$ cat src/design/ralu_pkg.sv
// Package for the rational ALU: opcodes, widths and shared front/back types.
// Used by the top level, ralu_front, ralu_queue and ralu_back.
package ralu_pkg;
    localparam int OperandWidth = 32;
    localparam int ProdWidth    = 64;
    localparam int QueueDepth   = 2;

    localparam logic [2:0] OP_ADD = 3'd0;
    localparam logic [2:0] OP_SUB = 3'd1;
    localparam logic [2:0] OP_MUL = 3'd2;
    localparam logic [2:0] OP_DIV = 3'd3;
    localparam logic [2:0] OP_NEG = 3'd4;
    localparam logic [2:0] OP_CMP = 3'd5;

    localparam logic [1:0] CMP_LT = 2'd0;
    localparam logic [1:0] CMP_EQ = 2'd1;
    localparam logic [1:0] CMP_GT = 2'd2;

    // Job handed from front to back: numerator sign/magnitude, denominator.
    typedef struct packed {
        logic        reduce;   // run GCD reduction
        logic        nneg;
        logic [63:0] nmag;     // up to 2^63
        logic        dneg;
        logic [63:0] dmag;
        logic [1:0]  cmp;
    } t_job;
endpackage

$ cat src/design/ralu_queue.sv
// Short queue between front end and back end. Depends on ralu_pkg.
module ralu_queue (
    input  logic           i_clk,
    input  logic           i_rst_n,
    input  logic           i_push,
    output logic           o_ready,
    input  ralu_pkg::t_job i_data,
    output logic           o_valid,
    input  logic           i_pop,
    output ralu_pkg::t_job o_data
);
    ralu_pkg::t_job r_mem [ralu_pkg::QueueDepth];
    logic r_wp, r_rp;
    logic [1:0] r_cnt;

    logic do_push, do_pop;
    assign o_ready = (r_cnt != 2'(ralu_pkg::QueueDepth));
    assign o_valid = (r_cnt != 2'd0);
    assign do_push = i_push && o_ready;
    assign do_pop  = i_pop && o_valid;
    assign o_data  = r_mem[r_rp];

    always_ff @(posedge i_clk) begin
        if (!i_rst_n) begin
            r_wp <= 1'b0;
            r_rp <= 1'b0;
            r_cnt <= 2'd0;
        end else begin
            if (do_push) r_wp <= ~r_wp;
            if (do_pop)  r_rp <= ~r_rp;
            r_cnt <= r_cnt + 2'(do_push) - 2'(do_pop);
        end
        if (do_push) r_mem[r_wp] <= i_data;
    end
endmodule

$ cat config.mk
export PLATFORM = sky130hd
export DESIGN_NAME = ralu_queue
export DESIGN_NICKNAME = d
export VERILOG_FILES = /design/src/design/ralu_pkg.sv /design/src/design/ralu_queue.sv
export SDC_FILE = /design/constraint.sdc
export NUM_CORES = 1
export LEC_CHECK = 0
export BUFFER_PORTS_ARGS = -buffer_cell sky130_fd_sc_hd__buf_2
export CAP_MARGIN = 15
export CORE_AREA = 3 3 137 139
export CTS_BUF_LIST = sky130_fd_sc_hd__clkbuf_4 sky130_fd_sc_hd__clkbuf_8
export DETAILED_ROUTE_END_ITERATION = 10
export DIE_AREA = 0 0 140 142
export PLACE_DENSITY = 0.91
export SETUP_SLACK_MARGIN = 0.3
export SLEW_MARGIN = 0
export SYNTH_ARGS = -nofsm -noshare
export SYNTH_HDL_FRONTEND = slang
export SYNTH_SLANG_ARGS = --single-unit
$ cat constraint.sdc
create_clock -name i_clk -period 12.55 [get_ports i_clk]
set_input_delay 1.8825 -clock i_clk [delete_from_list [all_inputs] [get_ports i_clk]]
set_output_delay 1.8825 -clock i_clk [all_outputs]
set_load 0.005 [all_outputs]
; ---- Word-level counts from Yosys, hierarchy flattened
; Memory sizes are Yosys's and may differ from the RTL's. A register that Yosys moved wholly into a read port is not among the register bits.
; Index checks and enable logic that the tools add are counted.
[classes]
add_sub_neg = 2
n_eq_ne = 1
muxes = 4
n_bitwise = 2
n_reduce_logical = 3
[ops]
columns = cell, count
row1 = $mux 1, 4
row2 = $add 2x1->2, 1
row3 = $logic_and 1x1->1, 2
row4 = $ne 2x2->1 const B, 1
row5 = $not 1->1, 2
row6 = $reduce_bool 2->1, 1
row7 = $sub 2x1->2, 1
[word_totals]
ff_bits = 4
mem_bits_rw = 266
output_inout_bits = 135
elab_cells = 16
n_memories = 1
[memory_table]
columns = name, words, width, read_ports, rd_clocked_by_memory_dff, write_ports, line
row1 = r_mem, 2, 133, 1, 1, 1, ralu_queue.sv:12  ; ralu_pkg::t_job r_mem [ralu_pkg::QueueDepth];

; ---- Depth between registers and ports, before layout
; Gate-level depths: netlist of the first run.
[logic_depth]
depth_word = 4
mapped_depth = 8
depth_no_buf = 8

; ---- Worst setup path before layout of the first run
; Ideal clock, no wire load.
[synth_path]
kind = input-to-reg
start = input port i_push
end = memory r_mem[0][0] in the netlist's numbering, enable pin
setup_ps = 627
arrival_ps = 7501
t_required_ps = 11923
path_slack_ps = 4422
cell_stages = 2
path_cell_list = nand2_1 nor2_1
[synth_via]
elab_chain_cells = 3
[synth_rtl]
columns = item, line
row1 = from (decl), ralu_queue.sv:5  ; input logic i_push,
row2 = $logic_and 1x1->1, ralu_queue.sv:19  ; assign do_push = i_push && o_ready;
row3 = $mux 1, ralu_queue.sv:33  ; if (do_push) r_mem[r_wp] <= i_data;
row4 = $mux 1 (not written as such), ralu_queue.sv:33
row5 = to (decl), ralu_queue.sv:12
; Every way passes these cells.

==> metrics, run 1 <==
first-pass GRT wire length=between 20000 and 30000 µm; RSZ-0062 raised after global routing=false; worst path required time=10670 ps; crit-path cells=buf_4 -> buf_16 -> mux2_2 -> buf_2; YS warnings=0; DP Worst Slack=between 8000 and 9000 ps; Seq cells post-synth=between 200 and 300; initial DRC count=215; Final GP Congestion=between 0.7 and 0.8; worst slew pin tran=roughly 1000 ps; Fmax achieved=214 MHz; max_slew headroom=a little under a third; port bufs=~270; cts hold-fix bufs=0; DR WL/cell=approximately 19 µm; Cell Int Power=~1.8 mW; Mapped Cells=438; Area Growth Syn to Fin=23.5%; Setup Buffers After CTS=0; # rows=between 40 and 50; worst-case hold path end point=r_rp; Mean Syn Cell Area=between 20 and 25 µm²; met1 usage=22.0%; reg2reg start=r_cnt[0]; hold_ws=544 ps; grt peak-use layer=met2; Arr. time, crit path=approximately 2800 ps; Layout fillers=about 1100; met3 usage=~6.0%; non-filler instance count after layout=between 1000 and 1500; switch share=roughly 25%; clk sinks=between 200 and 300; Clock Tree Buf Depth=3; total CTS buffers=42; Post-CTS Resized=0; clock skew=16.9 ps; Starting Density=roughly 57%; register area share after synthesis=80.0%; Die H=142 µm; status=completed; fin crit share=~37%; Root Driver=clkbuf_8; sequential power share=between 40% and 50%; Die Area=approximately 20000 µm²; PwrDens=193 nW/µm²; clock-pin slew on the worst setup and hold paths=60 ps; Sum Neg Setup Slack=0 ps; DR DRC count=0; largest net degree at the start of global routing=80; clock latency reported for the late side of the worst-skew pair=slightly above 500 ps; overall routing resource usage=18.9%; r2r setup slk=9890 ps; syn nets=around 580; die outline width=about 140 µm; Syn Std Cell Area=roughly 10000 µm²; ANT nets after route=0; TritonCTS clock tree=done; number of unique standard cell types used by synthesis=18; MaxCap Viol Count=0; CP Max Fanout=57; Hold Crit Class=reg -> reg; crit-path max cell delay=910 ps; reg2reg end=r_mem[1][126]; vias in the first global route=5615; final hold vios=0; share of layout cells above drive strength 1=roughly 62%; CP startpoint kind=flop; Clk pwr share=between 20% and 30%; first drt pass iteration count=4; Total Routed Length=~19000 µm; dpl hpwl=12900 µm; total number of vias=between 5000 and 6000; max-slew violations=0; Slowest-stage cell, CP=dfxtp_4; grt total ovfl=0; depth of the CTS H-tree=2; nets@finish=slightly below 900; Peak VDD IR=between 0.1 and 0.15 mV; core box area=17800 µm²; GR Layer Usage met2=between 30% and 40%; fin worst setup slack=between 7000 and 8000 ps; hold path depth=2; IO Pins=272; leakage=around 4.8 nW; combinational power share=~22%; Hold Crit Start=r_rp; Vias per Instance=around 5.2; placed cell count=about 930; final worst path period need=about 4700 ps; Critical Path End Type=output port; Setup CP Type=reg -> out; Sw Pwr=0.604 mW; initial antenna violation count=3; R2R cell count=3; endpoints failing setup=0
[cell families (layout without fill, tap and decap cells)]
kind of cell	count (synthesis)	count (layout)	synth area share, %
AND/OR/NAND/NOR	11	11	0.606
multiplexers	134	134	17.5
AO/OA/AOI/OAI	1	1	0.0743
other	0	1	0
flip-flops	271	271	80.0
XOR/XNOR	3	3	0.260
buffers and inverters	16	349	1.34
adder cells (fa/ha/maj)	2	2	0.247
[flip-flops by register name, indices dropped and copies added (netlist names), named ones only]
signal  flops
r_mem     266
r_wp        1
r_rp        1
r_cnt       2
[cells in the mapped netlist]
cell      instances  area share, %
edfxtp_1        266             79
nand2_1           2          0.074
mux2i_1           1          0.099
xnor2_1           3           0.26
buf_2             6           0.30
o21a_1            1          0.074
buf_6             9            1.0
mux2_4           70             10
or2_2             1          0.062
and3_1            1          0.062
ha_1              2           0.25
nand2b_1          2           0.12
and2_1            2           0.12
nor2b_1           2           0.12
mux2_2           63            7.0
inv_1             1          0.037
dfxtp_1           5           0.99
nor2_1            1          0.037
[through the flow]
stage / utilization, % / cell area (µm²) / power, mW
after global placement: 65.6 / 11700 / 1.73
after CTS: 70.1 / 12500 / 2.44
after detailed placement: 65.6 / 11700 / 1.76
after floorplan: - / 10100 / 1.56
final: 70.2 / 12500 / 2.42
after global routing: 70.2 / 12500 / 2.54
[how the worst max path moves through the flow]
| stage | endpoint | slack [ps] |
|---|---|---|
| after global placement | o_data[57] | 8120 |
| final | o_data[7] | 7870 |
| after detailed placement | o_data[22] | 8050 |
| after global routing | o_data[3] | 7660 |
| after CTS | o_data[22] | 7470 |
| after floorplan | r_mem[0][0] | 4420 |
[placed cells by master (no fill, tap or decap), drive strengths merged]
cell      synthesis  final
and3              1      1
clkbuf            0     56
bufinv            0      1
buf              15    276
nand2             2      2
edfxtp          266    266
dfxtp             5      5
mux2            133    133
xnor2             3      3
clkinv            0     13
nand2b            2      2
diode             0      1
ha                2      2
and2              2      2
o21a              1      1
clkinvlp          0      2
inv               1      1
or2               1      1
nor2b             2      2
nor2              1      1
mux2i             1      1
[metal layers]
metal	part of all wire, %	vias to the layer above
met4	3.1	4
met2	52	252
met1	36	2559
met3	8.3	54
li1	-	2352
met5	0.17	-
[layout make-up]
| cell class | count | area, µm² | area share [%] |
|---|---|---|---|
| sequential | 271 | 8090 | 64.8 |
| clock buffer | 56 | 689 | 5.52 |
| clock inverter | 16 | 98.8 | 0.791 |
| multi-input combinational | 151 | 1900 | 15.2 |
| antenna | 1 | 2.50 | 0.0200 |
| inverter | 1 | 3.75 | 0.0301 |
| timing repair buffer | 276 | 1410 | 11.3 |
| tap | 229 | 287 | 2.29 |
[power by group through the flow]
stage / sequential [mW] / combinational (mW) / clock, mW
3_5_place_dp: 1.22 / 0.539 / 0
5_1_grt: 1.21 / 0.577 / 0.748
2_1_floorplan: 1.20 / 0.362 / 0
6_report: 1.20 / 0.535 / 0.683
3_3_place_gp: 1.21 / 0.521 / 0
4_1_cts: 1.20 / 0.542 / 0.702
[critical path, delay by kind of cell (launching register included)]
kind	cells	cell delay (ps)
muxes	1	390
buffers and inverters	3	930
DFF	1	910
(Power assumes the default switching activity.)
==> inputs of run 2 (changes only) <==
CORE_AREA = 3 3 148 150   (was 3 3 137 139)
DIE_AREA = 0 0 151 153   (was 0 0 140 142)
PLACE_DENSITY = 0.83   (was 0.91)
clock period = 4.3 ns   (was 12.55 ns; I/O delays follow)
==> run 2 against run 1 <==
Critical path depth shrank 1. Critical endpoint is now o_data[0]. Sequential power grew to 2.9 times the previous value. Cell area increased by 0.90%. Sequential share of layout area down 0.58 points. Worst hold slack lost 220 ps.
==> metrics, run 2 (synthesized netlist as in run 1, its figures left out) <==
dpl hpwl=roughly 12000 µm; number of flip-flops in the largest register=between 200 and 300; cts hold-fix bufs=0; CP Max Fanout=35; max-slew violations=0; footprint of the multi-input gates=1900 µm²; Clock Tree Buf Depth=3; largest net degree at the start of global routing=80; worst slew pin tran=between 1000 and 1500 ps; overall routing resource usage=15.7%; CP endpoint=o_data[0]; DR DRC count=0; initial DRC count=218; Sum Neg Setup Slack=0 ps; Layout fillers=about 1500; reg2reg end=r_mem[0][129]; commonest non-fill, non-tap cell in the layout=buf_2; most frequent cells in the layout=buf_2, edfxtp_1, mux2_4; core box area=20800 µm²; r2r setup slk=~2300 ps; vias in the first global route=~5400; fin worst setup slack=roughly 1500 ps; die outline width=151 µm; share of layout cells above drive strength 1=61.9%; Setup CP Type=reg -> out; Final GP Congestion=between 0.7 and 0.8; port bufs=~270; total number of vias=around 5100; leakage=4.87 nW; initial antenna violation count=3; CP startpoint kind=flop; final hold vios=0; Die H=153 µm; Peak VDD IR=between 0.3 and 0.4 mV; RSZ-0062 raised after global routing=false; Area Growth Syn to Fin=24.6%; Total Routed Length=around 19000 µm; TritonCTS clock tree=done; clk sinks=roughly 270; endpoints failing setup=0; final worst path period need=2850 ps; worst path required time=~3700 ps; Arr. time, crit path=~2200 ps; clock skew=between 10 and 15 ps; total CTS buffers=42; DP Worst Slack=1960 ps; Vias per Instance=4.88; Pwr Total=roughly 7.1 mW; Post-CTS Resized=0; reg2reg start=r_cnt[0]; # rows=53; R2R cell count=4; clock latency reported for the late side of the worst-skew pair=~500 ps; clock-pin slew on the worst setup and hold paths=about 60 ps; Root Driver=clkbuf_8; Setup Buffers After CTS=0; Die Area=around 23000 µm²; MaxCap Viol Count=0; DR WL/cell=17.8 µm; max_slew headroom=30.4%; IO Pins=around 270; fin crit share=around 66%; first drt pass iteration count=4; non-filler instance count after layout=1050; Starting Density=roughly half; placed cell count=975; Critical Path End Type=output port; grt total ovfl=0; register area=roughly 8100 µm²; status=completed; PwrDens=roughly 570 nW/µm²; ANT nets after route=0; Fmax achieved=between 300 and 400 MHz; Most flops, register=r_mem; depth of the CTS H-tree=2; Hold Crit Class=in -> reg; Largest regs=r_mem (266), r_cnt (2); nets@finish=roughly 900; first-pass GRT wire length=28400 µm
## run 2: cell count changes in the layout (fill, tap and decap cells not counted), moves of 2 or more
| cell | change |
|---|---|
| clkinvlp_4 | -2 |
| clkbuf_4 | +3 |
| clkbuf_8 | +2 |
| clkinv_2 | -2 |
## run 2: how the worst min path moves through the flow
stage                    end  slack, ps  depth (start not counted)         from
3_3_place_gp            r_wp        500                          2         r_wp
2_1_floorplan           r_wp        490                          2         r_wp
6_report        r_mem[0][82]        320                          1   i_data[82]
3_5_place_dp            flop        550                          2         r_rp
5_1_grt        r_mem[0][113]        270                          1  i_data[113]
4_1_cts         r_mem[0][14]        280                          1   i_data[14]
## run 2: cell type report
class	instances	area share (%)
Timing Repair Buffer	277	11.2
Multi-Input combinational cell	151	15.1
Inverter	1	0.0298
Sequential cell	271	64.2
Clock buffer	61	5.87
Clock inverter	13	0.824
Antenna cell	1	0.0199
Tap cell	275	2.73
## run 2: routing by layer
metal	wire length, µm	share of wire (%)	up-vias	track usage (%)
li1	-	-	2359	-
met1	6950	37	2485	18.3
met3	1910	10	43	6.05
met4	483	2.6	4	5.66
met2	9340	50	233	26.3
met5	25	0.13	-	0
## run 2: per-stage QoR
step,util [%],cell area (µm²),hold WS (ps)
after floorplan,-,10100,488
after global placement,56.5,11800,504
after detailed placement,56.5,11800,546
after CTS,60.5,12600,275
after global routing,60.5,12600,274
final,60.5,12600,320
## run 2: power breakdown
| group | total (mW) | internal [mW] | switching, mW |
|---|---|---|---|
| Clock | 2.10 | 1.22 | 0.883 |
| Combinational | 1.59 | 0.857 | 0.736 |
| Sequential | 3.44 | 3.33 | 0.114 |
| Total | 7.13 | 5.40 | 1.73 |
## run 2: critical path, cell delays in order (launching register included)
cell     delay (ps)
dfxtp_4         560
buf_4           600
mux2_2          400
buf_2           120
