<file path="src/design/ralu_pkg.sv">
// Package for the rational ALU: opcodes, widths and shared front/back types.
// Used by the top level, ralu_front, ralu_queue and ralu_back.
package ralu_pkg;
    localparam int OperandWidth = 32;
    localparam int ProdWidth    = 64;
    localparam int QueueDepth   = 2;

    localparam logic [2:0] OP_ADD = 3'd0;
    localparam logic [2:0] OP_SUB = 3'd1;
    localparam logic [2:0] OP_MUL = 3'd2;
    localparam logic [2:0] OP_DIV = 3'd3;
    localparam logic [2:0] OP_NEG = 3'd4;
    localparam logic [2:0] OP_CMP = 3'd5;

    localparam logic [1:0] CMP_LT = 2'd0;
    localparam logic [1:0] CMP_EQ = 2'd1;
    localparam logic [1:0] CMP_GT = 2'd2;

    // Job handed from front to back: numerator sign/magnitude, denominator.
    typedef struct packed {
        logic        reduce;   // run GCD reduction
        logic        nneg;
        logic [63:0] nmag;     // up to 2^63
        logic        dneg;
        logic [63:0] dmag;
        logic [1:0]  cmp;
    } t_job;
endpackage

</file>
<file path="src/design/ralu_front.sv">
// Front end: captures an item, forms cross products one after another on one multiplier and
// classifies it into a reduction job. Depends on ralu_pkg.
module ralu_front #(
    parameter int OPERAND_WIDTH = ralu_pkg::OperandWidth
) (
    input  logic                i_clk,
    input  logic                i_rst_n,
    input  logic                i_push,
    output logic                o_full,
    input  logic [2:0]          i_op,
    input  logic [31:0]         i_a_num,
    input  logic [31:0]         i_a_den,
    input  logic [31:0]         i_b_num,
    input  logic [31:0]         i_b_den,
    output logic                o_job_valid,
    input  logic                i_job_ready,
    output ralu_pkg::t_job      o_job
);
    localparam logic [2:0] S_IDLE = 3'd0;
    localparam logic [2:0] S_MUL1 = 3'd1;
    localparam logic [2:0] S_MUL2 = 3'd2;
    localparam logic [2:0] S_MUL3 = 3'd3;
    localparam logic [2:0] S_OUT  = 3'd4;

    logic [2:0]  r_state, n_state;
    logic [2:0]  r_op;
    logic signed [OPERAND_WIDTH-1:0] r_an, r_ad, r_bn, r_bd;
    logic signed [63:0] r_p, r_q, r_d;
    ralu_pkg::t_job n_job;

    logic signed [63:0] an, ad;
    assign an = 64'(r_an);
    assign ad = 64'(r_ad);

    // Multiplier operand selection for the multiply states S_MUL1 to S_MUL3.
    logic signed [OPERAND_WIDTH-1:0] m_x, m_y;
    logic signed [63:0] m_prod;
    always_comb begin
        m_x = r_an;
        m_y = r_bd;
        if (r_state == S_MUL1) begin
            unique case (r_op)
                ralu_pkg::OP_MUL: begin m_x = r_an; m_y = r_bn; end
                default:          begin m_x = r_an; m_y = r_bd; end
            endcase
        end else if (r_state == S_MUL2) begin
            unique case (r_op)
                ralu_pkg::OP_DIV: begin m_x = r_ad; m_y = r_bn; end
                ralu_pkg::OP_MUL: begin m_x = r_ad; m_y = r_bd; end
                default:          begin m_x = r_bn; m_y = r_ad; end
            endcase
        end else begin
            m_x = r_ad;
            m_y = r_bd;
        end
    end
    assign m_prod = 64'(m_x) * 64'(m_y);

    function automatic logic [63:0] mag64(input logic signed [63:0] x);
        mag64 = x[63] ? (64'd0 - 64'(x)) : 64'(x);
    endfunction

    logic [63:0] pm, qm, dprod;
    logic        pn, qn;
    always_comb begin
        n_job = '0;
        pm = mag64(r_p);
        qm = mag64(r_q);
        pn = r_p[63];
        qn = r_q[63] ^ (r_op == ralu_pkg::OP_SUB);
        if (r_q == 64'sd0) qn = 1'b0;
        dprod = 64'(r_q);
        n_job.reduce = 1'b1;
        unique case (r_op)
            ralu_pkg::OP_ADD, ralu_pkg::OP_SUB: begin
                if (pn == qn) begin
                    n_job.nneg = pn; n_job.nmag = pm + qm;
                end else if (pm >= qm) begin
                    n_job.nneg = pn; n_job.nmag = pm - qm;
                end else begin
                    n_job.nneg = qn; n_job.nmag = qm - pm;
                end
                dprod = 64'(r_d);
            end
            ralu_pkg::OP_MUL, ralu_pkg::OP_DIV: begin
                n_job.nneg = pn; n_job.nmag = pm;
            end
            ralu_pkg::OP_NEG: begin
                n_job.nneg = ~an[63]; n_job.nmag = mag64(an);
                dprod = 64'(ad);
            end
            ralu_pkg::OP_CMP: begin
                n_job.reduce = 1'b0;
                n_job.cmp = (r_p < r_q) ? ralu_pkg::CMP_LT :
                            (r_p == r_q) ? ralu_pkg::CMP_EQ : ralu_pkg::CMP_GT;
            end
            default: n_job.reduce = 1'b0;
        endcase
        if (n_job.nmag == 64'd0) n_job.nneg = 1'b0;
        n_job.dneg = dprod[63];
        n_job.dmag = mag64(dprod);
        if (!n_job.reduce) begin
            n_job.dneg = 1'b0;
            n_job.dmag = 64'd0;
        end
    end

    // The add/sub denominator a_den*b_den is formed in state S_MUL3.
    always_comb begin
        n_state = r_state;
        unique case (r_state)
            S_IDLE: if (i_push) n_state = S_MUL1;
            S_MUL1: n_state = S_MUL2;
            S_MUL2: n_state = S_MUL3;
            S_MUL3: n_state = S_OUT;
            S_OUT:  if (i_job_ready) n_state = S_IDLE;
            default: n_state = S_IDLE;
        endcase
    end

    always_ff @(posedge i_clk) begin
        if (!i_rst_n) begin
            r_state <= S_IDLE;
        end else begin
            r_state <= n_state;
        end
        if (r_state == S_IDLE && i_push) begin
            r_op <= i_op;
            r_an <= i_a_num[OPERAND_WIDTH-1:0];
            r_ad <= i_a_den[OPERAND_WIDTH-1:0];
            r_bn <= i_b_num[OPERAND_WIDTH-1:0];
            r_bd <= i_b_den[OPERAND_WIDTH-1:0];
        end
        if (r_state == S_MUL1) r_p <= m_prod;
        if (r_state == S_MUL2) begin
            r_q <= m_prod;
        end
        if (r_state == S_MUL3) r_d <= m_prod;
    end

    // Job is built combinationally from registered products in S_OUT.
    assign o_full      = (r_state != S_IDLE);
    assign o_job_valid = (r_state == S_OUT);
    assign o_job       = n_job;
endmodule

</file>
<file path="config.mk">
export PLATFORM = sky130hd
export DESIGN_NAME = ralu_front
export DESIGN_NICKNAME = d
export VERILOG_FILES = /design/src/design/ralu_pkg.sv /design/src/design/ralu_front.sv
export SDC_FILE = /design/constraint.sdc
export NUM_CORES = 2
export LEC_CHECK = 0
export ABC_CLOCK_PERIOD_IN_PS = 13900
export BUFFER_PORTS_ARGS = -buffer_cell sky130_fd_sc_hd__buf_4
export CORE_ASPECT_RATIO = 0.5
export CORE_MARGIN = 2
export CORE_UTILIZATION = 30
export DETAILED_ROUTE_END_ITERATION = 8
export HOLD_SLACK_MARGIN = 0.12
export SLEW_MARGIN = 20
export SYNTH_ARGS = -nofsm -noshare
export SYNTH_HDL_FRONTEND = slang
export SYNTH_SLANG_ARGS = --single-unit
</file>
<file path="constraint.sdc">
create_clock -name i_clk -period 13.9 [get_ports i_clk]
set_input_delay 1.39 -clock i_clk [delete_from_list [all_inputs] [get_ports i_clk]]
set_output_delay 1.39 -clock i_clk [all_outputs]
set_load 0.01 [all_outputs]
</file>
[Word-level counts from Yosys, hierarchy flattened]
Cells that the tools add are included.
Word-level totals
  bits in registers: 326
Cells by class
  add/subtract/negate cells: 7
  $mul: 1
  $lt $le $gt $ge: 2
  eq/ne operators: 13
  mux-type cells: 25
  bitwise operators: 2
  reduce and logical (&&, ||, !) cells: 10
Operator list (number)
  64-bit two-way mux: 4
  65-bit two-way mux: 3
  65-bit case mux with 3 select lines: 1
  32-bit two-way mux: 6
  1-bit by 64-bit subtractor with 64-bit output, first input constant: 3
  64-bit logical NOT: 2
  64-bit case mux with 2 select lines: 1
  64-bit subtractor: 2
  64-bit adder: 1
  64-bit == test: 1
  64-bit greater-or-equal comparator: 1
  64-bit < comparator: 1
  32-bit by 32-bit multiplier with 64-bit output: 1
  32-bit case mux with 2 select lines: 1
  1-bit by 32-bit subtractor with 33-bit output, first input constant: 1
  3-bit case mux with 5 select lines: 1
  3-bit by 2-bit == test with 1-bit output, second input constant: 4
  3-bit == test, second input constant: 3
  3-bit by 1-bit == test with 1-bit output, second input constant: 2
  3-bit logical NOT: 2
  2-bit two-way mux: 3
  3-bit two-way mux: 2
  5-bit OR reduction: 1
  2-bit OR reduction: 2
  other kinds (9): 11

[Logic depth before layout (Yosys ltp)]
  depth after elaboration: 8
  depth in mapped cells: 45

[Worst setup path after synthesis]
OpenSTA, ideal clock, no wires.
  path type: register to register
  from: register r_state[0]
  to: register r_d[62] (data pin)
  arrival: 10.964 ns
  required time: 13.633 ns
  path slack: 2.669 ns
  stages on the path, launching flop included: 32
  cell sequence: dfxtp_1 > or3b_2 > inv_2 > clkbuf_1 > clkbuf_1 > o21ai_1 > clkbuf_1 > nand2_1 > fa_1 > fa_1 > inv_1 > fa_1 > fa_1 > fa_1 > fa_1 > fa_1 > fa_1 > ha_1 > and3_1 > a221o_1 > a21oi_1 > inv_1 > a221o_1 > o21ai_0 > a21boi_0 > nand3_1 > o21a_1 > o31ai_1 > or4_1 > a31o_2 > a21oi_1 > xnor2_1
On the way
  word-level cells in the longest chain between the ends: 4
  elaborated cells on any way between the ends: 7
  those cells by class: 1 x mul; 2 x eq/ne; 4 x mux
Ends and longest elaborated chain
  from (decl): RTL line ralu_front.sv:25  | logic [2:0] r_state, n_state;
  from (signal assigned): RTL line ralu_front.sv:125  | r_state <= n_state;
  3-bit by 2-bit == test with 1-bit output: RTL line ralu_front.sv:46  | end else if (r_state == S_MUL2) begin
  32-bit two-way mux: RTL line ralu_front.sv:46
  32-bit two-way mux: RTL line ralu_front.sv:41  | if (r_state == S_MUL1) begin
  32-bit by 32-bit multiplier with 64-bit output (*): RTL line ralu_front.sv:57  | assign m_prod = 64'(m_x) * 64'(m_y);
  net m_prod[62]: RTL line ralu_front.sv:37  | logic signed [63:0] m_prod;
  to (signal assigned): RTL line ralu_front.sv:138  | if (r_state == S_MUL3) r_d <= m_prod;
  to (decl): RTL line ralu_front.sv:28  | logic signed [63:0] r_p, r_q, r_d;
Mark *: on every way through the listed nets, which the timed path passes. The rest lies on a longest branch.
A chain may end at the register's enable or synchronous reset.

==> out/metrics.cfg <==
[clocking]
cts_tree=built
cts-root-buf=clkbuf_16
cts_resized=0
clock-sinks=326
h-tree-depth=1
numCtsBuffers=29
clk_latency_ns=0.62
clkTransAtPathRegs_ns=0.07
cts_setup_buffers=0
hold_buffers=0
clk_path_buf_depth=3

[floorplan]
dieHeight_um=337
coreArea_sq_mm=0.221
start_util_pct=30.1
dieArea_sq_mm=0.225
die_width_um=669
io_pins=270
rows=122

[synth]
seq_area_frac_synth_pct=14.7
synth_seq_cells=326
syn_nets=9297
syn_area_per_cell_sq_um=8.70
synth_edf_count=323
synthCells=7636
ys.flop_type=edfxtp_1
syn_area_sq_mm=0.0664
synth_area_leader_cell=fa_1
synth_top_area_share_pct=32.7
synth_cell_types=97
synthArstFlopShare_pct=0
synth_warnings=0
synth.area.top_cells=fa_1 (33%), edfxtp_1 (15%), ha_1 (8.3%), inv_1 (7.0%), nor2_1 (4.8%)

[finish]
nFillCells=23100
multi_input_area_sq_mm=0.0508
drive_gt1_share_pct=7.46
syn2layout_area_growth_pct=10.1
nets=9371
register_area_sq_mm=0.00976

[worst_setup_path]
cp.required_ns=12.51
cp_data_arrival_time_ns=11.74
end_kind=output pin
cpMaxStageDelayCell=nor2_2
critPathBufInv=4
critPathMaxFanout=28
cp_top_family=simple AND/OR/NAND/NOR gates
path_class=register to output pin
cp_slowest_stage_delay_ns=0.64
cp-start-kind=register

[outcome]
outcome=finished clean

[placement]
gp_congestion=0.976
io_buffers=269
hpwl_mm=221

[timing]
timing.slew.headroom_pct=18.3
finalHoldViolCount=0
tightest_slew_ns=1.21
rsz0062_at_grt=false
finalCritPeriodShare_pct=94.5
period_needed_ns=13.13
finalSetupTns_ns=0
fin_skew_ns=0.0316
final_max_slew_viol_count=0
max_freq_mhz=76.2
setup_viol=0

[global_route]
antenna_found_initial=4
grt_pass1_wl_mm=398
grt_max_degree=70
overflow=0
grt_use_total_pct=23.8
grt_pass1_vias=58800

[detailed_routing]
wl_per_cell_um=25.5
drc=0
first_iter_violations=7075
firstDrtPassIters=6
vias=58700
viasPerCell=5.48
antenna_left=0
wirelength_mm=273

[job]
cap_viol_max_count=0

[worst_hold_path]
hold_path_class=register to register

cells in the final DEF, fill, tap and decap left out, types with 20 or more instances in the layout:
cell | netlist | layout
a31oi_1 | 65 | 65
fa_1 | 1085 | 1085
nand4_1 | 61 | 61
nor4_1 | 63 | 63
clkbuf_16 | 0 | 29
mux2i_1 | 48 | 48
o22ai_1 | 82 | 82
a221oi_1 | 38 | 37
nor2_1 | 847 | 838
o21a_1 | 62 | 62
nor3_1 | 98 | 98
ha_1 | 441 | 441
nand3_1 | 75 | 75
o41ai_1 | 26 | 26
or4_1 | 34 | 34
nand2_1 | 796 | 792
o21bai_1 | 55 | 55
nor2b_1 | 49 | 49
xor2_1 | 120 | 120
nand2b_1 | 59 | 59
xnor2_1 | 212 | 212
edfxtp_1 | 323 | 323
buf_4 | 1 | 419
o21ai_1 | 28 | 30
o211ai_1 | 27 | 27
and2_1 | 45 | 45
o21ai_0 | 271 | 261
a21o_1 | 70 | 70
o221ai_1 | 32 | 20
o31ai_1 | 107 | 106
a21oi_1 | 399 | 394
or3_1 | 43 | 43
inv_1 | 1246 | 1246
a211oi_1 | 41 | 41
a22oi_1 | 30 | 30
state kept, by name, indices dropped and copies added, names as in the netlist:
signal   flops
r_p         64
r_q         64
r_state      3
r_op         3
r_an        32
r_bd        32
r_bn        32
r_ad        32
r_d         64
cells by family (layout without fill, tap and decap cells):
kind of cell,count (synthesis),count (layout),synth area share (%)
xor gates and xnor gates,332,332,4.38
muxes,51,51,0.774
other,0,2,0
adders and majority gates,1526,1526,41.0
buffers and inverters,1639,1734,9.30
AOI/OAI and AO/OA,1505,1505,14.8
and+or+nand+nor,2257,2257,15.1
DFF,326,326,14.7
per-stage QoR:
stage          setup slack [ns]  hold slack, ns  std cells  util, %  cell area (sq um)
2_1_floorplan              2.67           0.474       7636        -              66400
3_3_place_gp               1.63           0.505      10700     32.7              72200
3_5_place_dp               1.70           0.521      10700     32.7              72200
4_1_cts                   0.995           0.533      10700     33.1              73100
5_1_grt                   0.264           0.565      10700     33.1              73100
6_report                  0.770           0.543      10700     33.1              73100
synthesized netlist by cell type, types with 34 or more instances:
library cell  number
inv_1           1246
clkbuf_1         328
nand2_1          796
nand2b_1          59
nand4_1           61
and2_1            45
a21oi_1          399
buf_1             37
a21o_1            70
fa_1            1085
nor4_1            63
mux2i_1           48
o21a_1            62
nor2_1           847
o22ai_1           82
xor2_1           120
nand3_1           75
a221oi_1          38
nor3_1            98
nor2b_1           49
o21ai_0          271
ha_1             441
xnor2_1          212
o21bai_1          55
a211oi_1          41
or4_1             34
or3_1             43
edfxtp_1         323
o31ai_1          107
a31oi_1           65
metal layers:
layer | share of wire [%] | vias to the layer above | GRT usage, %
met5 | 0.0048 | - | 0
met4 | 5.7 | 2 | 11.1
met3 | 9.6 | 559 | 3.90
met2 | 44 | 3108 | 38.0
met1 | 41 | 29800 | 31.5
li1 | - | 25200 | -
path summary, 6_finish.rpt:
kind,startpoint,end,slack (ns),cells past startpoint
worst max-delay path,r_q[12],o_job[131],0.77,33
worst min-delay path,r_state[2],r_state[1],0.54,1
worst max register to register,r_op[2],r_p[59],1.91,36
worst min register to register,r_state[2],r_state[1],0.54,1
area by class of cell:
| cell class | instances | area share [%] |
|---|---|---|
| diodes | 2 | 0.00684 |
| clock buffers | 32 | 1.01 |
| clock inverters | 20 | 0.277 |
| inverters | 1262 | 6.48 |
| multi-input cells | 5671 | 69.5 |
| flip-flops and latches | 326 | 13.3 |
| well taps | 2976 | 5.09 |
| repair buffers | 420 | 4.33 |
Power is left out: the tool's default activity adds up to more than one toggle a clock period on the data nets, which glitch-free logic cannot reach.
