$ cat src/design/ralu_pkg.sv
// Package for the rational ALU: opcodes, widths and shared front/back types.
// Used by the top level, ralu_front, ralu_queue and ralu_back.
package ralu_pkg;
    localparam int OperandWidth = 32;
    localparam int ProdWidth    = 64;
    localparam int QueueDepth   = 2;

    localparam logic [2:0] OP_ADD = 3'd0;
    localparam logic [2:0] OP_SUB = 3'd1;
    localparam logic [2:0] OP_MUL = 3'd2;
    localparam logic [2:0] OP_DIV = 3'd3;
    localparam logic [2:0] OP_NEG = 3'd4;
    localparam logic [2:0] OP_CMP = 3'd5;

    localparam logic [1:0] CMP_LT = 2'd0;
    localparam logic [1:0] CMP_EQ = 2'd1;
    localparam logic [1:0] CMP_GT = 2'd2;

    // Job handed from front to back: numerator sign/magnitude, denominator.
    typedef struct packed {
        logic        reduce;   // run GCD reduction
        logic        nneg;
        logic [63:0] nmag;     // up to 2^63
        logic        dneg;
        logic [63:0] dmag;
        logic [1:0]  cmp;
    } t_job;
endpackage

$ cat src/design/ralu_back.sv
// Back end: binary GCD of magnitudes, then two restoring divisions by the GCD,
// saturation and sign placement into an output register. Depends on ralu_pkg.
module ralu_back (
    input  logic           i_clk,
    input  logic           i_rst_n,
    input  logic           i_valid,
    output logic           o_take,
    input  ralu_pkg::t_job i_job,
    output logic           o_empty,
    input  logic           i_pop,
    output logic [63:0]    o_res_num,
    output logic [62:0]    o_res_den,
    output logic [1:0]     o_cmp_result,
    output logic           o_den_zero
);
    localparam logic [2:0] S_IDLE = 3'd0;
    localparam logic [2:0] S_GCD  = 3'd1;
    localparam logic [2:0] S_DIVN = 3'd2;
    localparam logic [2:0] S_DIVD = 3'd3;
    localparam logic [2:0] S_DONE = 3'd4;

    logic [2:0]  r_state;
    ralu_pkg::t_job r_job;
    logic [63:0] r_x, r_y, r_g;
    logic [6:0]  r_sh;
    logic [5:0]  r_bit;
    logic [64:0] r_rem;
    logic [63:0] r_quo, r_qn;
    logic        r_full;
    logic [63:0] r_onum;
    logic [62:0] r_oden;
    logic [1:0]  r_ocmp;
    logic        r_oz;

    assign o_take = (r_state == S_IDLE) && i_valid;

    // Restoring divide step: dividend bit from r_quo MSB.
    logic [64:0] trial;
    assign trial = {r_rem[63:0], r_quo[63]} - {1'b0, r_g};

    logic [63:0] nfin, sat;
    logic rneg;
    always_comb begin
        sat = (r_qn > 64'h7FFF_FFFF_FFFF_FFFF) ? 64'h7FFF_FFFF_FFFF_FFFF : r_qn;
        rneg = (r_qn != 64'd0) && (r_job.nneg != r_job.dneg);
        nfin = rneg ? (64'd0 - sat) : sat;
    end

    logic load_out;
    assign load_out = (r_state == S_DONE) && (!r_full || i_pop);

    always_ff @(posedge i_clk) begin
        if (!i_rst_n) begin
            r_state <= S_IDLE;
            r_full  <= 1'b0;
        end else begin
            if (load_out) r_full <= 1'b1;
            else if (r_full && i_pop) r_full <= 1'b0;
            unique case (r_state)
                S_IDLE: if (i_valid) begin
                    r_job <= i_job;
                    r_x <= i_job.nmag;
                    r_y <= i_job.dmag;
                    r_sh <= 7'd0;
                    if (i_job.reduce && i_job.dmag != 64'd0) begin
                        r_state <= S_GCD;
                    end else begin
                        r_qn <= i_job.nmag;
                        r_state <= S_DONE;
                    end
                end
                S_GCD: begin
                    // Binary GCD: one shift or subtract per cycle.
                    if (r_x == 64'd0) begin
                        r_g <= r_y << r_sh;
                        r_rem <= '0; r_quo <= r_job.nmag; r_bit <= 6'd63;
                        r_state <= S_DIVN;
                    end else if (r_y == 64'd0) begin
                        r_g <= r_x << r_sh;
                        r_rem <= '0; r_quo <= r_job.nmag; r_bit <= 6'd63;
                        r_state <= S_DIVN;
                    end else if (!r_x[0] && !r_y[0]) begin
                        r_x <= r_x >> 1; r_y <= r_y >> 1; r_sh <= r_sh + 7'd1;
                    end else if (!r_x[0]) begin
                        r_x <= r_x >> 1;
                    end else if (!r_y[0]) begin
                        r_y <= r_y >> 1;
                    end else if (r_x >= r_y) begin
                        r_x <= (r_x - r_y) >> 1;
                    end else begin
                        r_y <= (r_y - r_x) >> 1;
                    end
                end
                S_DIVN, S_DIVD: begin
                    if (!trial[64]) begin
                        r_rem <= trial;
                        r_quo <= {r_quo[62:0], 1'b1};
                    end else begin
                        r_rem <= {r_rem[63:0], r_quo[63]};
                        r_quo <= {r_quo[62:0], 1'b0};
                    end
                    r_bit <= r_bit - 6'd1;
                    if (r_bit == 6'd0) begin
                        if (r_state == S_DIVN) begin
                            r_qn <= {r_quo[62:0], !trial[64]};
                            r_rem <= '0; r_quo <= r_job.dmag; r_bit <= 6'd63;
                            r_state <= S_DIVD;
                        end else begin
                            r_y <= {r_quo[62:0], !trial[64]};
                            r_state <= S_DONE;
                        end
                    end
                end
                S_DONE: if (load_out) begin
                    r_onum <= r_job.reduce ? nfin : 64'd0;
                    r_oden <= (r_job.reduce && r_job.dmag != 64'd0) ? r_y[62:0] : 63'd0;
                    r_ocmp <= r_job.cmp;
                    r_oz   <= r_job.reduce && (r_job.dmag == 64'd0);
                    r_state <= S_IDLE;
                end
                default: r_state <= S_IDLE;
            endcase
        end
    end

    assign o_empty      = !r_full;
    assign o_res_num    = r_onum;
    assign o_res_den    = r_oden;
    assign o_cmp_result = r_ocmp;
    assign o_den_zero   = r_oz;
endmodule

$ cat config.mk
export PLATFORM = sky130hd
export DESIGN_NAME = ralu_back
export DESIGN_NICKNAME = d
export VERILOG_FILES = /design/src/design/ralu_pkg.sv /design/src/design/ralu_back.sv
export SDC_FILE = /design/constraint.sdc
export NUM_CORES = 2
export LEC_CHECK = 0
export BUFFER_PORTS_ARGS = -buffer_cell sky130_fd_sc_hd__buf_2
export CAP_MARGIN = 30
export CORE_MARGIN = 8
export CORE_UTILIZATION = 30
export CTS_BUF_LIST = sky130_fd_sc_hd__clkbuf_4 sky130_fd_sc_hd__clkbuf_8 sky130_fd_sc_hd__clkbuf_16
export DETAILED_ROUTE_END_ITERATION = 12
export GPL_TIMING_DRIVEN = 1
export PLACE_DENSITY = 0.5
export SETUP_SLACK_MARGIN = 0.4
export SYNTH_ARGS = -nofsm -noshare
export SYNTH_HDL_FRONTEND = slang
export SYNTH_SLANG_ARGS = --single-unit
$ cat constraint.sdc
create_clock -name i_clk -period 13 [get_ports i_clk]
set_input_delay 0.65 -clock i_clk [delete_from_list [all_inputs] [get_ports i_clk]]
set_output_delay 0.65 -clock i_clk [all_outputs]
set_load 0.01 [all_outputs]
# ---- Yosys cells after proc, flatten, opt, wreduce, memory -nomap -nowiden
# Cells that the tools add are included.
# Widths: inputs -> output; s select.
dict set report word_totals {
  in_bits 137
  mem_count 0
  latchBits 0
  romBits 0
  ff_bits 664
  ram_bits 0
  output_inout_bits 132
}
dict set report op_classes {
  order_cmp 2
  mul 0
  bitwise_logic 0
  n_shift 2
  n_reduce_logical 39
  muxes 59
  add_sub_neg 6
  n_eq_ne 19
  n_div 0
}
# operator count
set op_table {}
lappend op_table {{$mux 64} 33}
lappend op_table {{$pmux 64 s2} 4}
lappend op_table {{$logic_not 64->1} 3}
lappend op_table {{$pmux 64 s3} 1}
lappend op_table {{$reduce_bool 64->1} 3}
lappend op_table {{$shl 64x7->64} 2}
lappend op_table {{$sub 64x64->64} 2}
lappend op_table {{$sub 65x64->65} 1}
lappend op_table {{$ge 64x64->1} 1}
lappend op_table {{$gt 64x63->1 const B} 1}
lappend op_table {{$sub 1x64->64 const A} 1}
lappend op_table {{$mux 7} 4}
lappend op_table {{$mux 6} 4}
lappend op_table {{$mux 3} 7}
lappend op_table {{$ne 2x2->1 const B} 9}
lappend op_table {{$pmux 7 s2} 1}
lappend op_table {{$ne 4x4->1 const B} 3}
lappend op_table {{$pmux 3 s4} 1}
lappend op_table {{$pmux 6 s2} 1}
lappend op_table {{$reduce_and 3->1} 4}
lappend op_table {{$reduce_and 6->1} 2}
lappend op_table {{$reduce_bool 2->1} 5}
lappend op_table {{$reduce_and 9->1} 1}
lappend op_table {{$logic_and 1x1->1} 8}
lappend op_table {{18 further kinds} 25}

# ---- Longest topological paths before layout
dict set report logic_depth {
  ltp_word 8
  depth_mapped 20
  depth_no_buf 15
}

# ---- Worst setup path after synthesis
# No wires, ideal clock.
dict set report synth_path {
  path_type {reg2reg}
  from {reg r_x[25]}
  to {reg r_bit[0], enable pin}
  synth_period_minus_slack_ns 8.996
  setup_time_ns 0.672
  slack_ns 4.004
  t_arrival_ns 8.324
  stages_incl_launch_ff 8
  cell_sequence {edfxtp_1 > nor4_1 > nand4_1 > nor4_1 > buf_2 > buf_1 > nor2_1 > a21oi_1}
}
dict set report synth_via {
  elab_chain_len 3
}
# element line
set synth_rtl {}
lappend synth_rtl {{start, declared} ralu_back.sv:24} ;# logic [63:0] r_x, r_y, r_g;
lappend synth_rtl {{start signal, assigned} ralu_back.sv:62} ;# r_x <= i_job.nmag;
lappend synth_rtl {{start signal, assigned} ralu_back.sv:83} ;# r_x <= r_x >> 1; r_y <= r_y >> 1; r_sh <= r_sh + 7'd1;
lappend synth_rtl {{start signal, assigned} ralu_back.sv:85} ;# r_x <= r_x >> 1;
lappend synth_rtl {{$logic_not 64->1} ralu_back.sv:74} ;# if (r_x == 64'd0) begin
lappend synth_rtl {{$ne 3x3->1 (no source line)} --}
lappend synth_rtl {{$reduce_and 3->1 (no source line)} --}
lappend synth_rtl {{end signal, assigned} ralu_back.sv:102} ;# r_bit <= r_bit - 6'd1;
lappend synth_rtl {{end, declared} ralu_back.sv:26} ;# logic [5:0] r_bit;
# Every way passes these cells.
# A chain may end at the register's enable or synchronous reset.

# ---- Worst setup path after layout
dict set report layout_path {
  from {reg r_x[0]}
  to {reg r_x[20], data pin}
}
dict set report layout_via {
  elab_chain_len 8
  word_cells_on_any_way 10
}
# element line
set layout_rtl {}
lappend layout_rtl {{$sub 64x64->64} ralu_back.sv:89} ;# r_x <= (r_x - r_y) >> 1;
lappend layout_rtl {{$mux 64} ralu_back.sv:88} ;# end else if (r_x >= r_y) begin
lappend layout_rtl {{$mux 64} ralu_back.sv:86} ;# end else if (!r_y[0]) begin
lappend layout_rtl {{$mux 64} ralu_back.sv:84} ;# end else if (!r_x[0]) begin
lappend layout_rtl {{$mux 64 *} ralu_back.sv:82} ;# end else if (!r_x[0] && !r_y[0]) begin
lappend layout_rtl {{$mux 64 *} ralu_back.sv:78} ;# end else if (r_y == 64'd0) begin
lappend layout_rtl {{$mux 64 *} ralu_back.sv:74}
lappend layout_rtl {{$pmux 64 s2 *} ralu_back.sv:59} ;# unique case (r_state)
# Every way passes the cells marked *; elsewhere a longest branch is shown, timed or not. The select of a mux whose other input is x is not followed.

==> flow_summary.ini <==
[synth]
synth_cell_types = 97
ys_top_cells_by_area = edfxtp_1 44%, mux2i_1 6.4%, ha_1 5.5%
synth_top_area_cell = edfxtp_1
synth_edf_count = 660
synth_top_area_share = 0.445
yosys_warnings = 0
syn_area_um2 = 44500
async_flop_share = 0
synthFlopType = edfxtp_1
synthTopCellsByCount = 660 x edfxtp_1, 519 x nand2_1, 424 x a21oi_1, 328 x nor2_1, 307 x o21ai_0
synth_nets = 4999
postSynthCellCount = 4662
synth_seq_cells = 664
post-synth-top-count-cell = edfxtp_1
syn_area_per_cell_um2 = 9.55
yosysSeqAreaShare = 0.447

[placement]
place.gp.congestion = 0.976
hpwl_um = 146000
io_buffer_count = 268

[critical_path]
worst_setup_path_start_kind = flip-flop
slowest_delay_ns = 0.66
end_kind = flip-flop
crit_family = compound AO/OA/AOI/OAI gates
arrival_ns = 6.52
cp_cell_sequence = inv_1, ha_1, fa_1, nand2b_1, a21oi_1, o31ai_1, and2_1, o221ai_2, a21oi_2, o2111ai_1, a31oi_2, buf_4, nor3_4, buf_4, nand2_1, o21ai_0
cp_slowest_cell = nand2_1
critPathMaxFanout = 41
critPathKind = flip-flop to flip-flop
crit_top_cell = buf_4
cp.required_ns = 13.54
path_buf_inv = 3

[grt]
grt_overflow = 0
grt_usage = 0.223
grt_antenna_before_repair = 22
grt_pass1_wl_um = 268000
first_global_vias = 36400
grt_max_degree = 96

[clock_tree]
htreeDepth = 3
cts_resized = 0
cts-root-buf = clkbuf_16
clk_pin_slew_ns = 0.06
cts_buffer_depth = 3
worst_skew_pair.late_latency_ns = 0.74
cts_tree = yes
numCtsBuffers = 84
hold_buffers = 0
post_cts_buffers = 0
cts.sinks = 664

[routing]
viasPerCell = 5.68
antenna_left = 0
route.detailed.drc = 0
drtIter0Drc = 4583
dr.pass1.iters = 9
avgRoutedWirePerCell_um = 27.7
totalWireLength_um = 189000
vias = 38600

[floorplanning]
initial_core_util = 0.302
coreArea_um2 = 148000
num_io_pins = 269
die_x_um = 401
rows = 141
dieArea_um2 = 161000
die_h_um = 401

[sta]
setup_viol = 0
min_period_ns = 5.98
max_freq_mhz = 167
post-route-period-util = 0.460
fin_skew_ns = 0.0612
worstMarginPinSlew_ns = 1.04
finalHoldViolations = 0
slew_viol_final = 0
maxSlewHeadroom = 0.303
rsz0062_at_grt = no
tns_ns = 0

[layout]
areaGrowthSynthToFinish_pct = 14.2
drive_above_1_share = 0.114
fin_util = 0.344
fillers = 15000
design.final.nets = 5136

[job]
maxCapViolCount = 0

[min_path]
hold_path.class = primary input to flip-flop

[run_status]
status = completed

[power_and_ir_drop]
power_density_nw_per_um2 = 237
p_leak_uw = 0.0205
ir_worst_vdd_uv = 103
[worst reg2reg max path, stage by stage, from the launching register on]
cell	delay, ns
edfxtp_1	0.52
inv_1	0.19
ha_1	0.27
fa_1	0.39
nand2b_1	0.21
a21oi_1	0.29
o31ai_1	0.18
and2_1	0.24
o221ai_2	0.31
a21oi_2	0.18
o2111ai_1	0.43
a31oi_2	0.14
buf_4	0.26
nor3_4	0.46
buf_4	0.57
nand2_1	0.71
o21ai_0	0.44
[state kept, by name, summed over array words and instances (netlist names)]
signal / count
o_res_num: 64
r_bit: 6
r_rem: 64
r_x: 64
r_state: 3
r_qn: 64
o_cmp_result: 2
r_quo: 64
o_den_zero: 1
r_job: 133
r_sh: 7
r_g: 64
r_y: 64
r_full: 1
o_res_den: 63
[worst paths after layout]
check	start	endpoint	slack, ns	depth (start not counted)
setup / recovery	r_x[0]$_DFFE_PP_	r_x[20]$_DFFE_PP_	7.02	16
hold / removal	i_job[0]	r_job[0]$_DFFE_PP_	0.09	1
setup reg to reg	r_x[0]$_DFFE_PP_	r_x[20]$_DFFE_PP_	7.02	16
hold reg to reg	r_job[0]$_DFFE_PP_	o_cmp_result[0]$_DFFE_PP_	0.43	0
[power breakdown]
part | internal (uW) | switching, uW
Combinational | 1950 | 4050
Sequential | 2970 | 504
Clock | 1560 | 1040
[per-stage QoR]
step           hold slack (ns)  std cells  area [um^2]  total power, uW  setup slack [ns]
2_1_floorplan            0.400       4662        44500             7210              4.00
3_3_place_gp             0.401       6638        47700             9370              7.35
3_5_place_dp             0.415       6643        47800             9320              7.21
4_1_cts                 0.0381       6796        50800            12000              7.16
5_1_grt                 0.0636       6798        50800            12600              6.84
6_report                0.0938       6802        50800            12100              7.02
[layout make-up]
type / instances / area (um^2) / share of cell area
multi-input combinational: 3459 / 22700 / 0.446
sequential: 664 / 19900 / 0.391
tap: 1930 / 2410 / 0.0475
clock buffer: 97 / 2220 / 0.0436
timing repair buffer: 331 / 1830 / 0.0360
inverter: 259 / 972 / 0.0191
clock inverter: 56 / 822 / 0.0162
antenna: 6 / 15.0 / 0.000295
[cells by family after synthesis]
kind of cell    after synthesis  share of synthesized area
mux                         300                     0.0681
xor+xnor                    207                     0.0409
buf+inv                     539                     0.0477
fa+ha+maj                   200                     0.0567
simple gates               1463                      0.157
flops                       664                      0.447
compound gates             1289                      0.183
[metal layers]
layer | global-route usage | share of wire
met5 | 0 | 0.00019
met4 | 0.0793 | 0.039
met3 | 0.0382 | 0.086
met2 | 0.323 | 0.41
met1 | 0.330 | 0.46
[placed cells by master, fill, tap and decap left out, types with 36 or more instances in the layout]
master,instances
ha_1,197
xnor2_1,121
buf_2,270
a21o_1,113
o21ai_0,306
nor2_1,324
mux2i_1,284
buf_4,60
clkbuf_16,85
a211oi_1,41
and3_1,36
edfxtp_1,660
a221oi_1,63
o21bai_1,45
nand4_1,56
nand3_1,56
xor2_1,84
nor3_1,92
o22ai_1,36
a21oi_1,422
nand2_1,515
nor4_1,89
inv_1,257
and2_1,145
(Power assumes the default switching activity.)
